**src/rtl/core/cwg_alu.sv**
```systemverilog
`timescale 1ns / 1ps
// cwg_alu: adder and less-than compare shared by the steps of the sequencer
// depends on nothing
module cwg_alu #(
    parameter int W = 13
) (
    input  logic [W-1:0] i_a,
    input  logic [W-1:0] i_b,
    output logic [W-1:0] o_sum,
    output logic         o_lt
);

    // one add and one unsigned compare on the same operand pair
    assign o_sum = i_a + i_b;
    assign o_lt  = (i_a < i_b);

endmodule

```
**config.mk**
```make
export PLATFORM = sky130hd
export DESIGN_NAME = cwg_alu
export DESIGN_NICKNAME = d
export VERILOG_FILES = /design/src/rtl/core/cwg_alu.sv
export SDC_FILE = /design/constraint.sdc
export NUM_CORES = 1
export LEC_CHECK = 0
export ABC_AREA = 1
export BUFFER_PORTS_ARGS = -buffer_cell sky130_fd_sc_hd__buf_4
export CORE_MARGIN = 2
export CORE_UTILIZATION = 55
export DETAILED_ROUTE_END_ITERATION = 12
export GPL_TIMING_DRIVEN = 1
export PLACE_DENSITY = 0.86
export SLEW_MARGIN = 40
export SYNTH_ARGS = -nofsm -noshare
export SYNTH_HDL_FRONTEND = slang
export SYNTH_SLANG_ARGS = --single-unit
```
**constraint.sdc**
```tcl
create_clock -name vclk -period 4.4
set_input_delay 0.66 -clock vclk [all_inputs]
set_output_delay 0.66 -clock vclk [all_outputs]
set_load 0.02 [all_outputs]
```
==> results.sh <==
export IMPL_critPathLaunchType="input pin"
export IMPL_io_pins=40
export IMPL_powerDensity_nw_per_um2=151.2
export IMPL_final_setup_viol_count=0
export IMPL_regArea_um2=0
export IMPL_final_area_um2=1368
export IMPL_drt_initial_drc_count=16
export IMPL_slew_violations=0
export IMPL_worstSetupPathType="in -> out"
export IMPL_fp_row_count=15
export IMPL_gp_congestion=0.8457
export IMPL_place_ws_ns=1.589
export IMPL_hold_depth=4
export IMPL_rsz0062_at_grt="no"
export IMPL_cp_data_arrival_time_ns=2.15
export IMPL_port_buffers=40
export IMPL_hpwl_um=2395
export IMPL_syn_num_nets=238
export IMPL_wire_per_inst_um=10.69
export IMPL_worstMarginPinSlew_ns=0.2743
export IMPL_avgSynthCellArea_um2=5.570
export IMPL_endpoint_kind="output port"
export IMPL_start_util_pct=59.35
export IMPL_ys_types=18
export IMPL_power_leakage_nw=0.8720
export IMPL_p_int_w=0.00008686
export IMPL_max_freq_mhz=355.6
export IMPL_drc=0
export IMPL_antenna_cells=0
export IMPL_syn_to_final_growth_pct=32.00
export IMPL_maxCapViolations=0
export IMPL_relSlewSlack_pct=81.65
export IMPL_cts_setup_buffers=0
export IMPL_final_cells=251
export IMPL_synthCells=186
export IMPL_coreArea_um2=1745
export IMPL_grt_pass1_vias=1155
export IMPL_setup_tns_final_ns=0
export IMPL_grt_pass1_wl_um=4395
export IMPL_overflow=0
export IMPL_hold_viol=0
export IMPL_switching_share_pct=58.00
export IMPL_finalNetCount=280
export IMPL_power_share_clock_pct=0
export IMPL_power_frac_comb_pct=100.0
export IMPL_nClkBuffers=0
export IMPL_die_w_um=47.40
export IMPL_grt_max_degree=7
export IMPL_period_needed_ns=2.812
export IMPL_path_max_fanout=4
export IMPL_syn_area_um2=1036
export IMPL_routed_wl_um=2682
export IMPL_status="completed"
export IMPL_fin_ws_ns=1.588
export IMPL_period_share_pct=63.92
export IMPL_seq_area_frac_synth_pct=0
export IMPL_grt_usage_pct=26.37
export IMPL_die_area_um2=2247
export IMPL_antenna_found_initial=0
export IMPL_p_sw_w=0.0001199
export IMPL_final_antenna_net_count=0
export IMPL_dpl_cell_count=251
export IMPL_ctsResizeCount=0
export IMPL_drive_gt1_share_pct=18.58
export IMPL_max_vdd_ir_drop_mv=0.1089
export IMPL_design_seq_count=0
export IMPL_placed_area_um2=1368
export IMPL_viasPerCell=4.980
export IMPL_p_seq_share_pct=0
export IMPL_timing_hold_ws_ns=1.689
export IMPL_hold_class="in -> out"
export IMPL_vias=1250
export IMPL_cp_required_ns=3.74
export IMPL_synth_warning_count=0
export IMPL_hold_buffers=0
export IMPL_die_y_um=47.40
export IMPL_firstDrtPassIters=4
-- Yosys cell counts (2+ instances only) --
master	number	area [um2]
xor2_1	6	52.55
ha_1	25	312.8
nand4_1	3	18.77
nand2_1	59	221.5
nor3_1	3	15.01
nor2_1	16	60.06
o21bai_1	2	15.01
a21oi_1	12	60.06
nand3_1	11	55.05
inv_1	40	150.1
nand3b_1	2	15.01
-- layer usage --
| metal | routed length [um] | GRT usage [%] | part of all wire, % | up-vias |
|---|---|---|---|---|
| met5 | 0 | 0 | 0 | - |
| met4 | 17 | 4.444 | 0.63 | 0 |
| met3 | 113 | 0.3846 | 4.2 | 2 |
| met2 | 1395 | 51.35 | 52 | 37 |
| met1 | 1155 | 32.05 | 43 | 556 |
| li1 | - | - | - | 655 |
-- worst paths after layout --
path | startpoint | to | slack (ns)
worst max-delay path | i_a[0] | o_sum[10] | 1.59
worst min-delay path | i_b[0] | o_sum[0] | 1.69
-- area by class of cell --
class                      count  area, um2
fill                         143      377.9
inverter                      41      153.9
multi-input combinational    145      882.1
timing repair buffer          40      300.3
tap                           25      31.28
-- metrics by stage --
step / power (W) / util, %
floorplan: 0.0001270 / -
global placement: 0.0002007 / 78.35
detailed placement: 0.0002054 / 78.35
CTS: 0.0002068 / 78.35
global route: 0.0002291 / 78.35
finish: 0.0002068 / 78.35
-- power groups by stage --
stage,combinational (W),sequential [W],clock [W]
final,0.000207,0,0
after global routing,0.000229,0,0
after CTS,0.000207,0,0
after detailed placement,0.000205,0,0
after global placement,0.000201,0,0
after floorplan,0.000127,0,0
-- logic make-up after synthesis --
group,count (synthesis),share of synthesized area (%)
xor gates and xnor gates,7,5.918
AOI/OAI and AO/OA,17,9.299
buffers and inverters,41,14.85
and+or+nand+nor,95,37.80
adders and majority gates,26,32.13
-- layout by cell type, fill, tap and decap left out, types with 2 or more instances in the layout --
| cell | instances |
|---|---|
| a21oi_1 | 12 |
| buf_4 | 40 |
| ha_1 | 25 |
| inv_1 | 40 |
| nand2_1 | 59 |
| nand3_1 | 11 |
| nand3b_1 | 2 |
| nand4_1 | 3 |
| nor2_1 | 16 |
| nor3_1 | 3 |
| o21bai_1 | 2 |
| xor2_1 | 6 |
-- worst max-delay path: stages --
cell and delay [ns]:
buf_4 0.11, ha_1 0.23, fa_1 0.44, nand2_1 0.10
nand2_1 0.06, nand3_1 0.07, nand2_1 0.08, nand2_1 0.08
nand2_1 0.06, nand2_1 0.06, nand2_1 0.05, buf_4 0.15
Note: power is estimated with default switching activity, not from simulation.
