`config.mk`:
```
export PLATFORM = sky130hd
export DESIGN_NAME = cwg_ctrl
export DESIGN_NICKNAME = d
export VERILOG_FILES = /design/src/rtl/core/cwg_pkg.sv /design/src/rtl/core/cwg_ctrl.sv
export SDC_FILE = /design/constraint.sdc
export NUM_CORES = 1
export LEC_CHECK = 0
export ABC_AREA = 1
export BUFFER_PORTS_ARGS = -buffer_cell sky130_fd_sc_hd__buf_2
export CAP_MARGIN = 20
export CORE_UTILIZATION = 35
export DETAILED_ROUTE_END_ITERATION = 8
export PLACE_DENSITY = 0.68
export SYNTH_ARGS = -nofsm -noshare
export SYNTH_HDL_FRONTEND = slang
export SYNTH_SLANG_ARGS = --single-unit
```
`constraint.sdc`:
```
create_clock -name i_clk -period 4.4 [get_ports i_clk]
set_clock_uncertainty 0.1 [all_clocks]
set_input_delay 1.32 -clock i_clk [delete_from_list [all_inputs] [get_ports i_clk]]
set_output_delay 1.32 -clock i_clk [all_outputs]
set_load 0.01 [all_outputs]
```
`src/rtl/core/cwg_pkg.sv`:
```
`timescale 1ns / 1ps
// cwg_pkg: shared types, codes and field widths for the category word grouper
// depends on nothing; used by cwg_ctrl, category_word_grouper and both checkers
package cwg_pkg;

    // fixed field widths of the item and config ports
    localparam int REQ_W       = 2;
    localparam int CAT_FIELD_W = 8;
    localparam int POS_W       = 12;
    localparam int WORD_ID_W   = 12;
    localparam int LEN_W       = 13;
    localparam int STATUS_W    = 3;
    localparam int CFG_W       = 9;

    localparam logic [CFG_W-1:0] CFG_RESET = 9'd256;

    // request codes
    localparam logic [REQ_W-1:0] REQ_LOAD  = 2'd0;
    localparam logic [REQ_W-1:0] REQ_BUILD = 2'd1;
    localparam logic [REQ_W-1:0] REQ_READ  = 2'd2;
    localparam logic [REQ_W-1:0] REQ_CLEAR = 2'd3;

    // status codes
    localparam logic [STATUS_W-1:0] ST_OK           = 3'd0;
    localparam logic [STATUS_W-1:0] ST_BAD_CATEGORY = 3'd1;
    localparam logic [STATUS_W-1:0] ST_BAD_POSITION = 3'd2;
    localparam logic [STATUS_W-1:0] ST_FULL         = 3'd3;
    localparam logic [STATUS_W-1:0] ST_NOT_BUILT    = 3'd4;

    typedef struct packed {
        logic [REQ_W-1:0]       req_type;
        logic [CAT_FIELD_W-1:0] category;
        logic [POS_W-1:0]       position;
    } t_in_item;

    typedef struct packed {
        logic [WORD_ID_W-1:0] word_id;
        logic [LEN_W-1:0]     list_length;
        logic [STATUS_W-1:0]  status;
    } t_out_item;

    typedef enum logic [3:0] {
        S_INIT,
        S_IDLE,
        S_LD0,
        S_LD1,
        S_BLD_RD,
        S_BLD_WR,
        S_SC0,
        S_SC1,
        S_SC2,
        S_RD0,
        S_RD1,
        S_RD2,
        S_RD3,
        S_CLR,
        S_RESP
    } t_state;

    // operand pairs for the shared add/compare unit
    typedef enum logic [2:0] {
        ALU_CAT,
        ALU_INC_SIZE,
        ALU_RUN,
        ALU_INC_FILL,
        ALU_POS,
        ALU_SLOT
    } t_alu_sel;

    // which result an item finishes with
    typedef enum logic [3:0] {
        RES_LD_OK,
        RES_LD_BADCAT,
        RES_LD_FULL,
        RES_TOTAL,
        RES_CLEAR,
        RES_RD_BADCAT,
        RES_NOTBUILT,
        RES_BADPOS,
        RES_RD_OK
    } t_res_sel;

    // sequencer to datapath
    typedef struct packed {
        logic     idle;
        logic     idx_clr;
        logic     idx_inc;
        logic     run_clr;
        logic     run_add;
        t_alu_sel alu_sel;
        logic     size_rd;
        logic     size_at_idx;
        logic     size_wr;
        logic     cat_wr;
        logic     cat_rd;
        logic     start_rd;
        logic     pfx_wr;
        logic     fill_rd;
        logic     fill_wr;
        logic     group_rd;
        logic     group_wr;
        logic     total_inc;
        logic     total_clr;
        logic     built_set;
        logic     built_clr;
        logic     res_we;
        t_res_sel res_sel;
        logic     out_load;
    } t_ctl;

    // datapath to sequencer
    typedef struct packed {
        logic             acc;
        logic [REQ_W-1:0] req;
        logic             lt;
        logic             cat_ok;
        logic             full;
        logic             built;
        logic             last_cat;
        logic             last_word;
        logic             total_zero;
        logic             out_free;
    } t_sts;

endpackage

```
`src/rtl/core/cwg_ctrl.sv`:
```
`timescale 1ns / 1ps
// cwg_ctrl: sequencer for load, build, read and clear requests
// depends on cwg_pkg (state, control and status types)
module cwg_ctrl (
    input  logic          i_clk,
    input  logic          i_rst_n,
    input  cwg_pkg::t_sts i_sts,
    output cwg_pkg::t_ctl o_ctl
);
    import cwg_pkg::*;

    t_state r_state;
    t_state n_state;

    // state register, reset starts the size clearing pass
    always_ff @(posedge i_clk) begin
        if (!i_rst_n) begin
            r_state <= S_INIT;
        end else begin
            r_state <= n_state;
        end
    end

    // next state
    always_comb begin
        n_state = r_state;
        case (r_state)
            S_INIT: begin
                if (i_sts.last_cat) n_state = S_IDLE;
            end
            S_IDLE: begin
                if (i_sts.acc) begin
                    case (i_sts.req)
                        REQ_LOAD:  n_state = S_LD0;
                        REQ_BUILD: n_state = S_BLD_RD;
                        REQ_READ:  n_state = S_RD0;
                        REQ_CLEAR: n_state = S_CLR;
                        default:   n_state = S_IDLE;
                    endcase
                end
            end
            S_LD0: begin
                if (!i_sts.cat_ok || i_sts.full) n_state = S_RESP;
                else                             n_state = S_LD1;
            end
            S_LD1:    n_state = S_RESP;
            S_BLD_RD: n_state = S_BLD_WR;
            S_BLD_WR: begin
                if (i_sts.last_cat) begin
                    n_state = i_sts.total_zero ? S_RESP : S_SC0;
                end else begin
                    n_state = S_BLD_RD;
                end
            end
            S_SC0: n_state = S_SC1;
            S_SC1: n_state = S_SC2;
            S_SC2: begin
                n_state = i_sts.last_word ? S_RESP : S_SC0;
            end
            S_RD0: begin
                if (!i_sts.cat_ok || !i_sts.built) n_state = S_RESP;
                else                               n_state = S_RD1;
            end
            S_RD1: n_state = i_sts.lt ? S_RD2 : S_RESP;
            S_RD2: n_state = S_RD3;
            S_RD3: n_state = S_RESP;
            S_CLR: begin
                if (i_sts.last_cat) n_state = S_RESP;
            end
            S_RESP: begin
                if (i_sts.out_free) n_state = S_IDLE;
            end
            default: n_state = S_IDLE;
        endcase
    end

    // control outputs
    always_comb begin
        o_ctl = '0;
        case (r_state)
            S_INIT: begin
                o_ctl.size_wr     = 1'b1;
                o_ctl.size_at_idx = 1'b1;
                o_ctl.idx_inc     = 1'b1;
                o_ctl.idx_clr     = i_sts.last_cat;
            end
            S_IDLE: begin
                o_ctl.idle    = 1'b1;
                o_ctl.idx_clr = 1'b1;
                o_ctl.run_clr = 1'b1;
            end
            S_LD0: begin
                o_ctl.alu_sel = ALU_CAT;
                if (!i_sts.cat_ok) begin
                    o_ctl.res_we  = 1'b1;
                    o_ctl.res_sel = RES_LD_BADCAT;
                end else if (i_sts.full) begin
                    o_ctl.res_we  = 1'b1;
                    o_ctl.res_sel = RES_LD_FULL;
                end else begin
                    o_ctl.cat_wr  = 1'b1;
                    o_ctl.size_rd = 1'b1;
                end
            end
            S_LD1: begin
                o_ctl.alu_sel   = ALU_INC_SIZE;
                o_ctl.size_wr   = 1'b1;
                o_ctl.total_inc = 1'b1;
                o_ctl.built_clr = 1'b1;
                o_ctl.res_we    = 1'b1;
                o_ctl.res_sel   = RES_LD_OK;
            end
            S_BLD_RD: begin
                o_ctl.size_rd     = 1'b1;
                o_ctl.size_at_idx = 1'b1;
            end
            S_BLD_WR: begin
                o_ctl.alu_sel = ALU_RUN;
                o_ctl.pfx_wr  = 1'b1;
                o_ctl.run_add = 1'b1;
                o_ctl.idx_inc = 1'b1;
                if (i_sts.last_cat) begin
                    o_ctl.idx_clr = 1'b1;
                    if (i_sts.total_zero) begin
                        o_ctl.built_set = 1'b1;
                        o_ctl.res_we    = 1'b1;
                        o_ctl.res_sel   = RES_TOTAL;
                    end
                end
            end
            S_SC0: begin
                o_ctl.cat_rd = 1'b1;
            end
            S_SC1: begin
                o_ctl.fill_rd = 1'b1;
            end
            S_SC2: begin
                o_ctl.alu_sel  = ALU_INC_FILL;
                o_ctl.fill_wr  = 1'b1;
                o_ctl.group_wr = 1'b1;
                o_ctl.idx_inc  = 1'b1;
                if (i_sts.last_word) begin
                    o_ctl.built_set = 1'b1;
                    o_ctl.res_we    = 1'b1;
                    o_ctl.res_sel   = RES_TOTAL;
                end
            end
            S_RD0: begin
                o_ctl.alu_sel = ALU_CAT;
                if (!i_sts.cat_ok) begin
                    o_ctl.res_we  = 1'b1;
                    o_ctl.res_sel = RES_RD_BADCAT;
                end else if (!i_sts.built) begin
                    o_ctl.res_we  = 1'b1;
                    o_ctl.res_sel = RES_NOTBUILT;
                end else begin
                    o_ctl.size_rd  = 1'b1;
                    o_ctl.start_rd = 1'b1;
                end
            end
            S_RD1: begin
                o_ctl.alu_sel = ALU_POS;
                if (!i_sts.lt) begin
                    o_ctl.res_we  = 1'b1;
                    o_ctl.res_sel = RES_BADPOS;
                end
            end
            S_RD2: begin
                o_ctl.alu_sel  = ALU_SLOT;
                o_ctl.group_rd = 1'b1;
            end
            S_RD3: begin
                o_ctl.res_we  = 1'b1;
                o_ctl.res_sel = RES_RD_OK;
            end
            S_CLR: begin
                o_ctl.size_wr     = 1'b1;
                o_ctl.size_at_idx = 1'b1;
                o_ctl.idx_inc     = 1'b1;
                if (i_sts.last_cat) begin
                    o_ctl.total_clr = 1'b1;
                    o_ctl.built_clr = 1'b1;
                    o_ctl.res_we    = 1'b1;
                    o_ctl.res_sel   = RES_CLEAR;
                end
            end
            S_RESP: begin
                o_ctl.out_load = i_sts.out_free;
            end
            default: o_ctl = '0;
        endcase
    end

endmodule

```
==> metrics.txt <==
cells on worst reg2reg path=7; Die X=roughly 46 um; HP Start=r_state[0]; Hold Path Stages=2; Vias/cell=a little under 5; hpwl dp=between 1.5 and 2 mm; root buf cell=clkbuf_4; share of cells above drive strength 1=between 30% and 40%; CP Capture Type=output pin; total wire length=around 2.1 mm; setup TNS=0 ns; CP startpoint=i_sts[3]; CTS Buf Count=3; port bufs=41; Pwr Density=about 680 mW/mm^2; CP Depth=8; Post-Syn Nets=roughly 150; Yosys warnings=0; routability cong.=slightly below 0.9; Leakage=a little over 0.6 nW; I/O pin total=42; final worst-path cycle share=79.0%; max reg flops=4; Clk Latency, worst-skew pair=0.24 ns; clk slew on worst S/H paths=approximately 0.04 ns; biggest regs=r_state: 4 flops; Final Hold Vio Count=0; area grow syn2layout=34.9%; Rows=15; clk sinks=4; Min-Delay Path Class=register to register; Tightest Pin Transition=around 0.35 ns; clock network power share=~7.6%; worst stage delay on the critical path=about 0.15 ns; first-pass GRT wire length=3.36 mm; critical path startpoint category=input port; post-CTS setup buffers=0; worst vdd rail ir drop=approximately 0.0004 V; Final #Nets=approximately 190; CP Max Fanout=4; Worst Path Required=approximately 3.0 ns; Reg area=about 80 sq um; status=completed; min cycle time layout=between 3 and 4 ns; Int Pwr=between 200 and 300 uW; ant diodes=0; top post-synthesis cells by area=nand2_1 (22%), dfxtp_1 (12%), inv_1 (11%), nor2_1 (10%), nand3_1 (6.6%); Final Power=approximately 620 uW; area leader, netlist=nand2_1; Detailed Route Iter0 Violations=28; Comb pwr share=between 70% and 80%; routed vias=957; drt pass-1 iters=5; Critical Path AT=between 2 and 2.5 ns; Routed WL per cell=10.4 um; grt ovf=0; largest net degree at the start of global routing=8; RSZ-0062 raised after global routing=no; sequential share of power=between 10% and 20%; Remaining DRCs=0; antenna violations before repair=0; kind of critical path=input port to output pin; Reg with most FFs=r_state; post-CTS resize count=0; Cells after Synth=133; Max-cap violations=0; GRT Max-Usage Layer=met2; CTS tree=done; mean area per synthesized cell=just over 5 sq um; global-route usage over all layers=a little under a quarter; # hold bufs at CTS=0; core area=between 0.0015 and 0.002 sq mm; Synth Register Bits=4; Sw Pwr=~360 uW; Top delay family on crit path=buffers and inverters; number of fill cells=~220; CP Cell Sequence=buf_2, nand2_1, inv_1, nand2_1, nand2_2, a21oi_1, o21ai_0, buf_2; M2 GR Usage=a little over a third; CTS H-tree lvls=1; chip height=~46 um; Final Max Tran Viols=0; Crit Reg-Reg Startpoint=r_state[1]; area taken by multi-input logic gates=between 400 and 500 sq um; vias in the first global route=a little over 800; met3 Use GR=approximately 5.2%; sw frac=approximately three fifths; Starting Density=between 30% and 40%; mapped cell area=approximately 680 sq um; top-area cell type share of the netlist area=roughly 22%; Worst slew margin=around three quarters; Clock Path Buffers=2; post-synthesis cell type count=22; grt met1 use=~29%; post-route ant nets=0; Slowest cell on crit path=buf_2; die area=about 0.0021 sq mm; worst path buffer plus inverter count=3; final setup fails=0; fmax=between 200 and 300 MHz; sequential cell area fraction in the yosys report=between 10% and 20%
## synth_stat cells
library cell and n:
nand2_1 40, inv_1 19, nor2_1 18, nand3_1 9, nand2_2 7, inv_2 6, a21oi_1 5, dfxtp_1 4
o21ai_0 4, buf_4 3, nand4_1 3, nor2_2 3, nor2_4 2, o211ai_1 2, a21oi_2 1, clkinv_1 1
nand3_2 1, nand3b_1 1, nor3_1 1, o21ai_1 1, o21ai_2 1, o22ai_1 1
## stage by stage
stage               std cells  area (sq um)  hold slack [ns]  setup WS, ns  utilization, %
global placement          196           892            0.518         0.936            50.6
detailed placement        196           892            0.525         0.926            50.6
global route              199           915            0.579         0.811            51.8
floorplan                 133           678            0.488          1.14               -
CTS                       199           915            0.531         0.923            51.8
finish                    199           915            0.529         0.922            51.8
## cells by family (layout without fill, tap and decap cells)
logic type	count (synthesis)	count (layout)	share of synthesized area [%]
DFF	4	4	11.8
buffers and inverters	29	70	17.7
and+or+nand+nor	85	85	57.4
AOI/OAI and AO/OA	15	15	13.1
## metal layers
metal	up-vias	share of wire (%)	routed length [um]
met4	0	1.8	38
met3	5	8.7	179
met2	45	46	957
met5	-	0	0
li1	494	-	-
met1	413	43	894
## worst register-to-register path, delay by kind of cell (launching register included)
kind,cells,cell delay (ns)
flip-flops,1,0.48
AND/OR/NAND/NOR,6,0.58
AO/OA/AOI/OAI,1,0.24
## final timing paths
| path | to | slack (ns) |
|---|---|---|
| max reg2reg | r_state[0] | 2.91 |
| min reg2reg | r_state[0] | 0.53 |
| max | o_ctl[1] | 0.92 |
| min | r_state[0] | 0.53 |
## power by group through the flow
stage / clock [mW] / sequential (mW) / combinational [mW]
finish: 0.0476 / 0.0868 / 0.490
global route: 0.0512 / 0.0900 / 0.557
CTS: 0.0491 / 0.0860 / 0.489
detailed placement: 0 / 0.0865 / 0.488
global placement: 0 / 0.0864 / 0.482
floorplan: 0 / 0.0804 / 0.350
## layout by cell type (no fill, tap or decap), drive strengths merged, types with 3 or more instances in the layout
cell type  instances
nand2             47
buf               41
inv               25
nor2              23
nand3             10
a21oi              6
o21ai              6
dfxtp              4
nand4              3
clkbuf             3
## final cells by class
| type | count | area share, % |
|---|---|---|
| sequential | 4 | 8.76 |
| clock buffer | 3 | 2.46 |
| timing repair buffer | 41 | 22.4 |
| multi-input combinational | 100 | 52.3 |
| inverter | 26 | 10.7 |
| tap | 25 | 3.42 |
No activity file was read; power rests on OpenSTA's default activity.
